$ cat src/design/sbl_pkg.sv
// ----------------------------------------------------------------------------
// sbl_pkg
// Shared constants and types of the serial bootloader command parser.
// ----------------------------------------------------------------------------
`default_nettype none

package sbl_pkg;

  // default page size in bytes
  localparam int PageBytesDef = 64;

  // command and protocol bytes
  localparam logic [7:0] CmdHandshake = 8'h01;
  localparam logic [7:0] CmdProgram   = 8'h02;
  localparam logic [7:0] CmdExit      = 8'h04;
  localparam logic [7:0] CmdLoad      = 8'h05;
  localparam logic [7:0] ByteEtx      = 8'h03;
  localparam logic [7:0] ByteAck      = 8'h06;
  localparam logic [7:0] ByteSafe     = 8'h09;

  // result kinds
  localparam logic [2:0] KindSend    = 3'd0;
  localparam logic [2:0] KindErase   = 3'd1;
  localparam logic [2:0] KindFill    = 3'd2;
  localparam logic [2:0] KindWrite   = 3'd3;
  localparam logic [2:0] KindRestart = 3'd4;

  // request to the shared adder
  typedef struct packed {
    logic [15:0] a;
    logic [15:0] b;
  } alu_req_t;

  // response of the shared adder
  typedef struct packed {
    logic [15:0] sum;
    logic        zero;
  } alu_rsp_t;

endpackage

`default_nettype wire

$ cat src/design/sbl_ram.sv
// ----------------------------------------------------------------------------
// sbl_ram
// Generic single-write, single-read RAM with registered read data.
// ----------------------------------------------------------------------------
`default_nettype none

module sbl_ram #(
  parameter int Width = 8,
  parameter int Depth = 64,
  localparam int AddrW = (Depth > 1) ? $clog2(Depth) : 1
) (
  input  wire logic             clk_i,
  input  wire logic             wr_en_i,
  input  wire logic [AddrW-1:0] wr_addr_i,
  input  wire logic [Width-1:0] wr_data_i,
  input  wire logic             rd_en_i,
  input  wire logic [AddrW-1:0] rd_addr_i,
  output logic      [Width-1:0] rd_data_o
);

  logic [Width-1:0] mem_q [Depth];

  // write port
  always_ff @(posedge clk_i) begin
    if (wr_en_i) begin
      mem_q[wr_addr_i] <= wr_data_i;
    end
  end

  // registered read port, holds when not enabled
  always_ff @(posedge clk_i) begin
    if (rd_en_i) begin
      rd_data_o <= mem_q[rd_addr_i];
    end
  end

endmodule

`default_nettype wire

$ cat src/design/sbl_alu.sv
// ----------------------------------------------------------------------------
// sbl_alu
// Shared 16-bit adder with zero detect, used for the byte countdown and for
// the fill word addresses.
// ----------------------------------------------------------------------------
`default_nettype none

module sbl_alu
  import sbl_pkg::*;
(
  input  wire alu_req_t req_i,
  output alu_rsp_t      rsp_o
);

  logic [15:0] sum;

  // wrapping add and zero flag
  assign sum        = req_i.a + req_i.b;
  assign rsp_o.sum  = sum;
  assign rsp_o.zero = (sum == 16'h0000);

endmodule

`default_nettype wire

$ cat src/design/serial_bootloader_command_parser.sv
// ----------------------------------------------------------------------------
// serial_bootloader_command_parser
// Parses bootloader commands from received serial bytes and issues host
// replies and flash operations.
// ----------------------------------------------------------------------------
// Usage:
//   Input channel (in_valid_i / in_ready_o / rx_byte_i) carries one received
//   byte per transfer. Output channel (out_valid_o / out_ready_i) carries one
//   result per transfer: kind, tx_byte, flash_address, flash_word, last.
//   last marks the final result caused by an input byte.
//   Order: a byte is taken in the idle state and parsed in the next cycle.
//   A completed program command runs a sequencer that emits ETX, erase,
//   PAGE_BYTES/2 (rounded up) fill words, write and ACK; each fill word
//   reads its two buffer bytes in turn through the one read port of the
//   page buffer RAM (states RdLo, RdHi, Fill). in_ready_o is low for the
//   whole run.
//   Reset puts the parser in idle with an empty page buffer; no clearing
//   pass is needed since unfilled buffer bytes read as zero by fill count.
//   When the receiver stalls, the output register holds its result and the
//   sequencer waits; no result is dropped.
// ----------------------------------------------------------------------------
`default_nettype none

module serial_bootloader_command_parser
  import sbl_pkg::*;
#(
  parameter int PAGE_BYTES = PageBytesDef
) (
  input  wire logic        clk_i,
  input  wire logic        rst_ni,
  input  wire logic        in_valid_i,
  output logic             in_ready_o,
  input  wire logic [7:0]  rx_byte_i,
  output logic             out_valid_o,
  input  wire logic        out_ready_i,
  output logic [2:0]       kind_o,
  output logic [7:0]       tx_byte_o,
  output logic [15:0]      flash_address_o,
  output logic [15:0]      flash_word_o,
  output logic             last_o
);

  localparam int IdxW = (PAGE_BYTES > 1) ? $clog2(PAGE_BYTES) : 1;
  localparam int CntW = $clog2(PAGE_BYTES + 1);

  // sequencer states
  localparam logic [3:0] StIdle    = 4'd0;
  localparam logic [3:0] StParse   = 4'd1;
  localparam logic [3:0] StEtx     = 4'd2;
  localparam logic [3:0] StErase   = 4'd3;
  localparam logic [3:0] StRdLo    = 4'd4;
  localparam logic [3:0] StRdHi    = 4'd5;
  localparam logic [3:0] StFill    = 4'd6;
  localparam logic [3:0] StWrite   = 4'd7;
  localparam logic [3:0] StAck     = 4'd8;
  localparam logic [3:0] StRestart = 4'd9;

  // parser phases
  localparam logic [2:0] PhIdle = 3'd0;
  localparam logic [2:0] PhSafe = 3'd1;
  localparam logic [2:0] PhAdrL = 3'd2;
  localparam logic [2:0] PhAdrH = 3'd3;
  localparam logic [2:0] PhLenL = 3'd4;
  localparam logic [2:0] PhLenH = 3'd5;
  localparam logic [2:0] PhData = 3'd6;

  // pending commands
  localparam logic [1:0] PendHandshake = 2'd0;
  localparam logic [1:0] PendLoad      = 2'd1;
  localparam logic [1:0] PendProgram   = 2'd2;
  localparam logic [1:0] PendExit      = 2'd3;

  logic [3:0]      state_q, state_d;
  logic [2:0]      phase_q, phase_d;
  logic [1:0]      pend_q, pend_d;
  logic [7:0]      held_q, held_d;
  logic [15:0]     page_addr_q, page_addr_d;
  logic [15:0]     rem_q, rem_d;
  logic [CntW-1:0] fill_q, fill_d;
  logic [CntW-1:0] idx_q, idx_d;
  logic            exit_q, exit_d;
  logic [7:0]      rx_q, rx_d;
  logic [7:0]      lo_q, lo_d;

  logic            out_valid_q, out_valid_d;
  logic [2:0]      kind_q, kind_d;
  logic [7:0]      tx_q, tx_d;
  logic [15:0]     addr_q, addr_d;
  logic [15:0]     word_q, word_d;
  logic            last_q, last_d;

  logic            out_free;
  logic            emit;
  logic [CntW-1:0] hi_idx;
  logic [CntW:0]   idx_next_wide;
  logic            ram_we;
  logic            ram_re;
  logic [IdxW-1:0] ram_raddr;
  logic [7:0]      ram_rdata;
  alu_req_t        alu_req;
  alu_rsp_t        alu_rsp;

  // page buffer
  sbl_ram #(
    .Width (8),
    .Depth (PAGE_BYTES)
  ) u_buf (
    .clk_i     (clk_i),
    .wr_en_i   (ram_we),
    .wr_addr_i (fill_q[IdxW-1:0]),
    .wr_data_i (rx_q),
    .rd_en_i   (ram_re),
    .rd_addr_i (ram_raddr),
    .rd_data_o (ram_rdata)
  );

  // shared adder
  sbl_alu u_alu (
    .req_i (alu_req),
    .rsp_o (alu_rsp)
  );

  // adder operand select: countdown while parsing, word address otherwise
  always_comb begin
    if (state_q == StParse) begin
      alu_req.a = rem_q;
      alu_req.b = 16'hFFFF;
    end else begin
      alu_req.a = page_addr_q;
      alu_req.b = 16'(idx_q);
    end
  end

  assign out_free      = !out_valid_q || out_ready_i;
  assign hi_idx        = idx_q + CntW'(1);
  assign idx_next_wide = {1'b0, idx_q} + (CntW + 1)'(2);
  assign in_ready_o    = (state_q == StIdle);

  // sequencer and parser
  always_comb begin
    state_d     = state_q;
    phase_d     = phase_q;
    pend_d      = pend_q;
    held_d      = held_q;
    page_addr_d = page_addr_q;
    rem_d       = rem_q;
    fill_d      = fill_q;
    idx_d       = idx_q;
    exit_d      = exit_q;
    rx_d        = rx_q;
    lo_d        = lo_q;
    emit        = 1'b0;
    kind_d      = KindSend;
    tx_d        = 8'h00;
    addr_d      = 16'h0000;
    word_d      = 16'h0000;
    last_d      = 1'b0;
    ram_we      = 1'b0;
    ram_re      = 1'b0;
    ram_raddr   = idx_q[IdxW-1:0];

    case (state_q)
      StIdle: begin
        if (in_valid_i) begin
          rx_d    = rx_byte_i;
          state_d = StParse;
        end
      end

      StParse: begin
        state_d = StIdle;
        case (phase_q)
          PhIdle: begin
            if (rx_q == CmdHandshake) begin
              pend_d = PendHandshake; phase_d = PhSafe;
            end else if (rx_q == CmdLoad) begin
              pend_d = PendLoad; phase_d = PhSafe;
            end else if (rx_q == CmdProgram) begin
              pend_d = PendProgram; phase_d = PhSafe;
            end else if (rx_q == CmdExit) begin
              pend_d = PendExit; phase_d = PhSafe;
            end
          end
          PhSafe: begin
            phase_d = PhIdle;
            if (rx_q == ByteSafe) begin
              case (pend_q)
                PendHandshake: begin
                  exit_d  = 1'b0;
                  state_d = StAck;
                end
                PendLoad: phase_d = PhAdrL;
                PendProgram: begin
                  fill_d  = '0;
                  phase_d = PhLenL;
                end
                default: begin
                  // exit: command registers back to reset values, replies carry no state
                  exit_d      = 1'b1;
                  state_d     = StAck;
                  pend_d      = PendHandshake;
                  held_d      = 8'h00;
                  page_addr_d = 16'h0000;
                  rem_d       = 16'h0000;
                  fill_d      = '0;
                end
              endcase
            end
          end
          PhAdrL: begin
            held_d  = rx_q;
            phase_d = PhAdrH;
          end
          PhAdrH: begin
            page_addr_d = {rx_q, held_q};
            phase_d     = PhIdle;
            exit_d      = 1'b0;
            state_d     = StAck;
          end
          PhLenL: begin
            held_d  = rx_q;
            phase_d = PhLenH;
          end
          PhLenH: begin
            rem_d = {rx_q, held_q};
            if ({rx_q, held_q} == 16'h0000) begin
              phase_d = PhIdle;
              state_d = StEtx;
            end else begin
              phase_d = PhData;
            end
          end
          PhData: begin
            // bytes past the page end are counted but dropped
            if (fill_q < CntW'(PAGE_BYTES)) begin
              ram_we = 1'b1;
              fill_d = fill_q + CntW'(1);
            end
            rem_d = alu_rsp.sum;
            if (alu_rsp.zero) begin
              phase_d = PhIdle;
              state_d = StEtx;
            end
          end
          default: phase_d = PhIdle;
        endcase
      end

      StEtx: begin
        if (out_free) begin
          emit    = 1'b1;
          kind_d  = KindSend;
          tx_d    = ByteEtx;
          state_d = StErase;
        end
      end

      StErase: begin
        if (out_free) begin
          emit    = 1'b1;
          kind_d  = KindErase;
          addr_d  = page_addr_q;
          idx_d   = '0;
          state_d = StRdLo;
        end
      end

      StRdLo: begin
        ram_re  = 1'b1;
        state_d = StRdHi;
      end

      StRdHi: begin
        // low byte arrives, fetch the high byte
        lo_d      = (idx_q < fill_q) ? ram_rdata : 8'h00;
        ram_re    = 1'b1;
        ram_raddr = hi_idx[IdxW-1:0];
        state_d   = StFill;
      end

      StFill: begin
        if (out_free) begin
          emit   = 1'b1;
          kind_d = KindFill;
          addr_d = alu_rsp.sum;
          word_d = {(hi_idx < fill_q) ? ram_rdata : 8'h00, lo_q};
          idx_d  = idx_next_wide[CntW-1:0];
          if (idx_next_wide >= (CntW + 1)'(PAGE_BYTES)) begin
            state_d = StWrite;
          end else begin
            state_d = StRdLo;
          end
        end
      end

      StWrite: begin
        if (out_free) begin
          emit    = 1'b1;
          kind_d  = KindWrite;
          addr_d  = page_addr_q;
          exit_d  = 1'b0;
          state_d = StAck;
        end
      end

      StAck: begin
        if (out_free) begin
          emit    = 1'b1;
          kind_d  = KindSend;
          tx_d    = ByteAck;
          last_d  = !exit_q;
          state_d = exit_q ? StRestart : StIdle;
        end
      end

      StRestart: begin
        if (out_free) begin
          emit    = 1'b1;
          kind_d  = KindRestart;
          last_d  = 1'b1;
          exit_d  = 1'b0;
          state_d = StIdle;
        end
      end

      default: state_d = StIdle;
    endcase
  end

  // output register valid
  always_comb begin
    if (emit) begin
      out_valid_d = 1'b1;
    end else if (out_ready_i) begin
      out_valid_d = 1'b0;
    end else begin
      out_valid_d = out_valid_q;
    end
  end

  // control and parser state
  always_ff @(posedge clk_i or negedge rst_ni) begin
    if (!rst_ni) begin
      state_q     <= StIdle;
      phase_q     <= PhIdle;
      pend_q      <= PendHandshake;
      held_q      <= 8'h00;
      page_addr_q <= 16'h0000;
      rem_q       <= 16'h0000;
      fill_q      <= '0;
      idx_q       <= '0;
      exit_q      <= 1'b0;
      out_valid_q <= 1'b0;
    end else begin
      state_q     <= state_d;
      phase_q     <= phase_d;
      pend_q      <= pend_d;
      held_q      <= held_d;
      page_addr_q <= page_addr_d;
      rem_q       <= rem_d;
      fill_q      <= fill_d;
      idx_q       <= idx_d;
      exit_q      <= exit_d;
      out_valid_q <= out_valid_d;
    end
  end

  // payload registers
  always_ff @(posedge clk_i) begin
    rx_q <= rx_d;
    lo_q <= lo_d;
    if (emit) begin
      kind_q <= kind_d;
      tx_q   <= tx_d;
      addr_q <= addr_d;
      word_q <= word_d;
      last_q <= last_d;
    end
  end

  assign out_valid_o     = out_valid_q;
  assign kind_o          = kind_q;
  assign tx_byte_o       = tx_q;
  assign flash_address_o = addr_q;
  assign flash_word_o    = word_q;
  assign last_o          = last_q;

endmodule

`default_nettype wire
$ cat config.mk
export PLATFORM = sky130hd
export DESIGN_NAME = serial_bootloader_command_parser
export DESIGN_NICKNAME = d
export VERILOG_FILES = /design/src/design/sbl_pkg.sv /design/src/design/sbl_ram.sv /design/src/design/sbl_alu.sv /design/src/design/serial_bootloader_command_parser.sv
export SDC_FILE = /design/constraint.sdc
export NUM_CORES = 1
export LEC_CHECK = 0
export BUFFER_PORTS_ARGS = -buffer_cell sky130_fd_sc_hd__buf_2
export CELL_PAD_IN_SITES_DETAIL_PLACEMENT = 2
export CELL_PAD_IN_SITES_GLOBAL_PLACEMENT = 2
export CORE_UTILIZATION = 35
export DETAILED_ROUTE_END_ITERATION = 12
export GPL_TIMING_DRIVEN = 1
export HOLD_SLACK_MARGIN = 0.15
export PLACE_DENSITY_LB_ADDON = 0.1
export SETUP_SLACK_MARGIN = 0.1
export SLEW_MARGIN = 20
export SYNTH_ARGS = -nofsm -noshare
export SYNTH_HDL_FRONTEND = slang
export SYNTH_SLANG_ARGS = --single-unit
$ cat constraint.sdc
create_clock -name clk_i -period 4 [get_ports clk_i]
set_input_delay 0.4 -clock clk_i [delete_from_list [all_inputs] [get_ports clk_i]]
set_output_delay 0.4 -clock clk_i [all_outputs]
set_load 0.05 [all_outputs]
==> flow_summary.json <==
{
  "status": "completed",
  "cts_root_buffer": "clkbuf_16",
  "cts_made_buffers": 72,
  "cts_tree": "built",
  "min_from": "out_ready_i",
  "dp_hpwl_um": 45900,
  "regToRegEndpoint": "state_q[1]$_DFFE_PN0P_",
  "final_max_slew_viol_count": 0,
  "synth_seq_cells": 639,
  "area_growth_pct": 16.9,
  "final-setup-viol-count": 0,
  "start_util": 0.354,
  "wl_um": 75100,
  "p_int_mw": 13.0,
  "first_pass_iters": 5,
  "rr_worst_depth": 13,
  "yosysWarnings": 0,
  "comb_power_share": 0.243,
  "synth.most_common_cell": "edfxtp_1",
  "postRouteAntennaNets": 0,
  "synth_seq_area_share": 0.716,
  "worstPathCellList": "or4_4 > clkinv_8 > nand2_1 > nand2_1 > ha_1 > a211oi_4 > nor3_4 > nor4_1 > xnor2_1 > mux2i_1 > nor4_4 > and3_4 > a311o_1",
  "num-fill-cells": 7117,
  "end_kind": "flop",
  "fin_nets": 1761,
  "insertion_delay_ns": 0.60,
  "p_clk_frac": 0.332,
  "drive_gt1_frac": 0.226,
  "max-vdd-ir-drop_mv": 0.339,
  "drt_iter0_drc": 1022,
  "async_flop_share": 0.100,
  "io_pins": 58,
  "regToRegStartpoint": "state_q[3]$_DFFE_PN0P_",
  "synthTopCellsByCount": "edfxtp_1 (575), nor2_1 (107), mux4_2 (100)",
  "htree_num_levels": 3,
  "path_common_cell": "nand2_1",
  "synthDistinctLibCells": 72,
  "synth.avg_cell_area_um2": 16.8,
  "portBuffers": 52,
  "post-route-min-period_ns": 3.84,
  "wire_per_inst_um": 27.4,
  "grt_pass1_wl_um": 111000,
  "ys.flop_type": "edfxtp_1",
  "synthTopCellsByArea": "edfxtp_1 (66%), mux4_2 (8.5%), dfrtp_1 (6.1%)",
  "overflow": 0,
  "dieWidth_um": 276,
  "maxCapViolations": 0,
  "num_antenna_cells": 0,
  "p_leak_nw": 10.1,
  "grt_max_degree": 105,
  "clk_pin_slew_ns": 0.05,
  "grt_usage": 0.199,
  "cp-start-kind": "flop",
  "vias_per_cell": 5.37,
  "critPathMaxStageDelay_ns": 0.66,
  "drc": 0,
  "rows": 100,
  "power_frac_seq": 0.424,
  "rsz0062_at_grt": "no",
  "synth_edf_count": 575,
  "place_congestion": 0.818,
  "tightestPinTransition_ns": 1.10,
  "path_max_fanout": 14,
  "antenna_found_initial": 0,
  "max_freq_mhz": 260,
  "power_density_nw_per_um2": 605,
  "finalSetupTns_ns": 0,
  "dieArea_um2": 76400,
  "swShare": 0.302,
  "p_switching_mw": 5.64,
  "required_ns": 4.48,
  "cp.arrival_ns": 4.32,
  "r2r_slack_ns": 0.16,
  "first_global_vias": 16300,
  "via_count": 14800,
  "synth_top_cell_area_share": 0.655,
  "clock_sinks": 639,
  "synth_area_um2": 26300,
  "hp-class": "primary input to flop",
  "multi_input_area_um2": 7210,
  "slowest_stage": "or4_4",
  "fp.coreArea_um2": 74400,
  "worstSetupStartpoint": "state_q[3]$_DFFE_PN0P_",
  "crit_path_end": "state_q[1]$_DFFE_PN0P_",
  "fin_crit_sh": 0.961,
  "skew_ns": 0.0106,
  "slew_headroom": 0.263,
  "netlist_instances": 1568,
  "regArea_um2": 18900,
  "crit_type": "flop to flop",
  "cts.path.max_buffers": 3,
  "power_mw": 18.6,
  "die_h_um": 276,
  "synth_largest_area_cell": "edfxtp_1",
  "timing.final.hold_violations": 0
}
-- metrics by stage --
stage,setup slack [ns],std cells,utilization,area (µm²),hold WS (ns)
2_1_floorplan,0.109,1572,-,26400,0.104
3_3_place_gp,0.202,2597,0.380,28300,0.475
3_5_place_dp,0.0835,2598,0.380,28300,0.389
4_1_cts,0.102,2731,0.410,30600,0.176
5_1_grt,0.00518,2746,0.414,30800,0.240
6_report,0.158,2746,0.414,30800,0.209
-- registers in the layout (all words and copies together), names as in the netlist --
signal / count
page_addr_q: 16
flash_word_o: 16
last_o: 1
exit_q: 1
state_q: 4
held_q: 8
lo_q: 8
rx_q: 8
phase_q: 3
kind_o: 3
out_valid_o: 1
tx_byte_o: 3
flash_address_o: 16
u_buf.rd_data_o: 8
u_buf.mem_q: 512
rem_q: 16
fill_q: 7
idx_q: 6
pend_q: 2
-- layout make-up --
type / count / share of cell area
Clock buffer: 88 / 0.0614
Inverter: 15 / 0.00223
Tap cell: 969 / 0.0394
Multi-Input combinational cell: 827 / 0.234
Timing Repair inverter: 1 / 0.000284
Clock inverter: 36 / 0.00845
Timing Repair Buffer: 171 / 0.0415
Sequential cell: 639 / 0.613
-- layout by cell type, fill, tap and decap left out, types with 9 or more instances in the layout --
master           n
o22ai_1         19
dfrtp_1         62
nor2_1         105
and2_1          26
inv_1           12
nor3_1          19
clkbuf_16       73
a22oi_1         14
a22o_1          39
xor2_1          13
ha_1            15
buf_2           52
clkinv_1        20
nand3_1         26
clkbuf_1        14
o21ai_0         70
mux2i_1         94
buf_4          101
nor4_1          10
mux4_2         100
a211oi_1        18
xnor2_1         14
clkinv_2         9
nand2_1         73
a21oi_1         32
o221ai_1        14
dlygate4sd3_1    9
edfxtp_1       575
-- per-layer routing --
metal,share of wire,vias to the layer above,routed length [µm],track usage
met5,0,-,0,0
met4,0.025,0,1890,0.0554
met3,0.036,104,2710,0.0323
met2,0.48,273,36000,0.323
met1,0.46,7832,34500,0.276
li1,-,6544,-,-
-- worst max-delay path, delay by kind of cell, from the launching register on --
| family | cells | cell delay [ns] |
|---|---|---|
| AOI/OAI and AO/OA | 2 | 0.65 |
| and+or+nand+nor | 7 | 1.75 |
| adders and majority gates | 1 | 0.29 |
| xor gates and xnor gates | 1 | 0.13 |
| buffers and inverters | 1 | 0.12 |
| muxes | 1 | 0.37 |
| DFF | 1 | 0.42 |
-- power by group through the flow --
stage               registers [mW]  clock network [mW]  logic (mW)
floorplan                     8.51                   0        2.46
global placement              8.03                   0        4.36
detailed placement            8.05                   0        4.43
CTS                           7.91                6.37        4.45
global route                  7.93                6.58        4.88
finish                        7.91                6.20        4.54
-- cells by family (layout without fill, tap and decap cells) --
group | after synthesis | after routing | synth area share
AO/OA/AOI/OAI | 255 | 255 | 0.0649
XOR/XNOR | 28 | 28 | 0.00931
adder cells (fa/ha/maj) | 22 | 22 | 0.0107
buffers and inverters | 107 | 311 | 0.0178
flip-flops | 639 | 639 | 0.716
multiplexers | 196 | 196 | 0.122
other | 1 | 5 | 0.000142
AND/OR/NAND/NOR | 320 | 321 | 0.0589
-- worst min-delay path by stage --
stage | slack, ns | cells after the start | endpoint
2_1_floorplan | 0.10 | 0 | exit_q$_DFFE_PN0P_
3_3_place_gp | 0.48 | 2 | rem_q[4]$_DFFE_PN0P_
3_5_place_dp | 0.39 | 1 | rem_q[2]$_DFFE_PN0P_
4_1_cts | 0.18 | 4 | state_q[3]$_DFFE_PN0P_
5_1_grt | 0.24 | 4 | state_q[3]$_DFFE_PN0P_
6_report | 0.21 | 4 | state_q[3]$_DFFE_PN0P_
-- repair_timing --
item                                    CTS  global route
endpoints found under the setup margin    2             3
resized for setup                         1            25
pin swaps                                 1            10
gates cloned                              0             2
hold endpoints to repair                 54             0
buffers inserted                          0            12
hold buffers                              9             0
No activity file was read; power rests on OpenSTA's default activity.
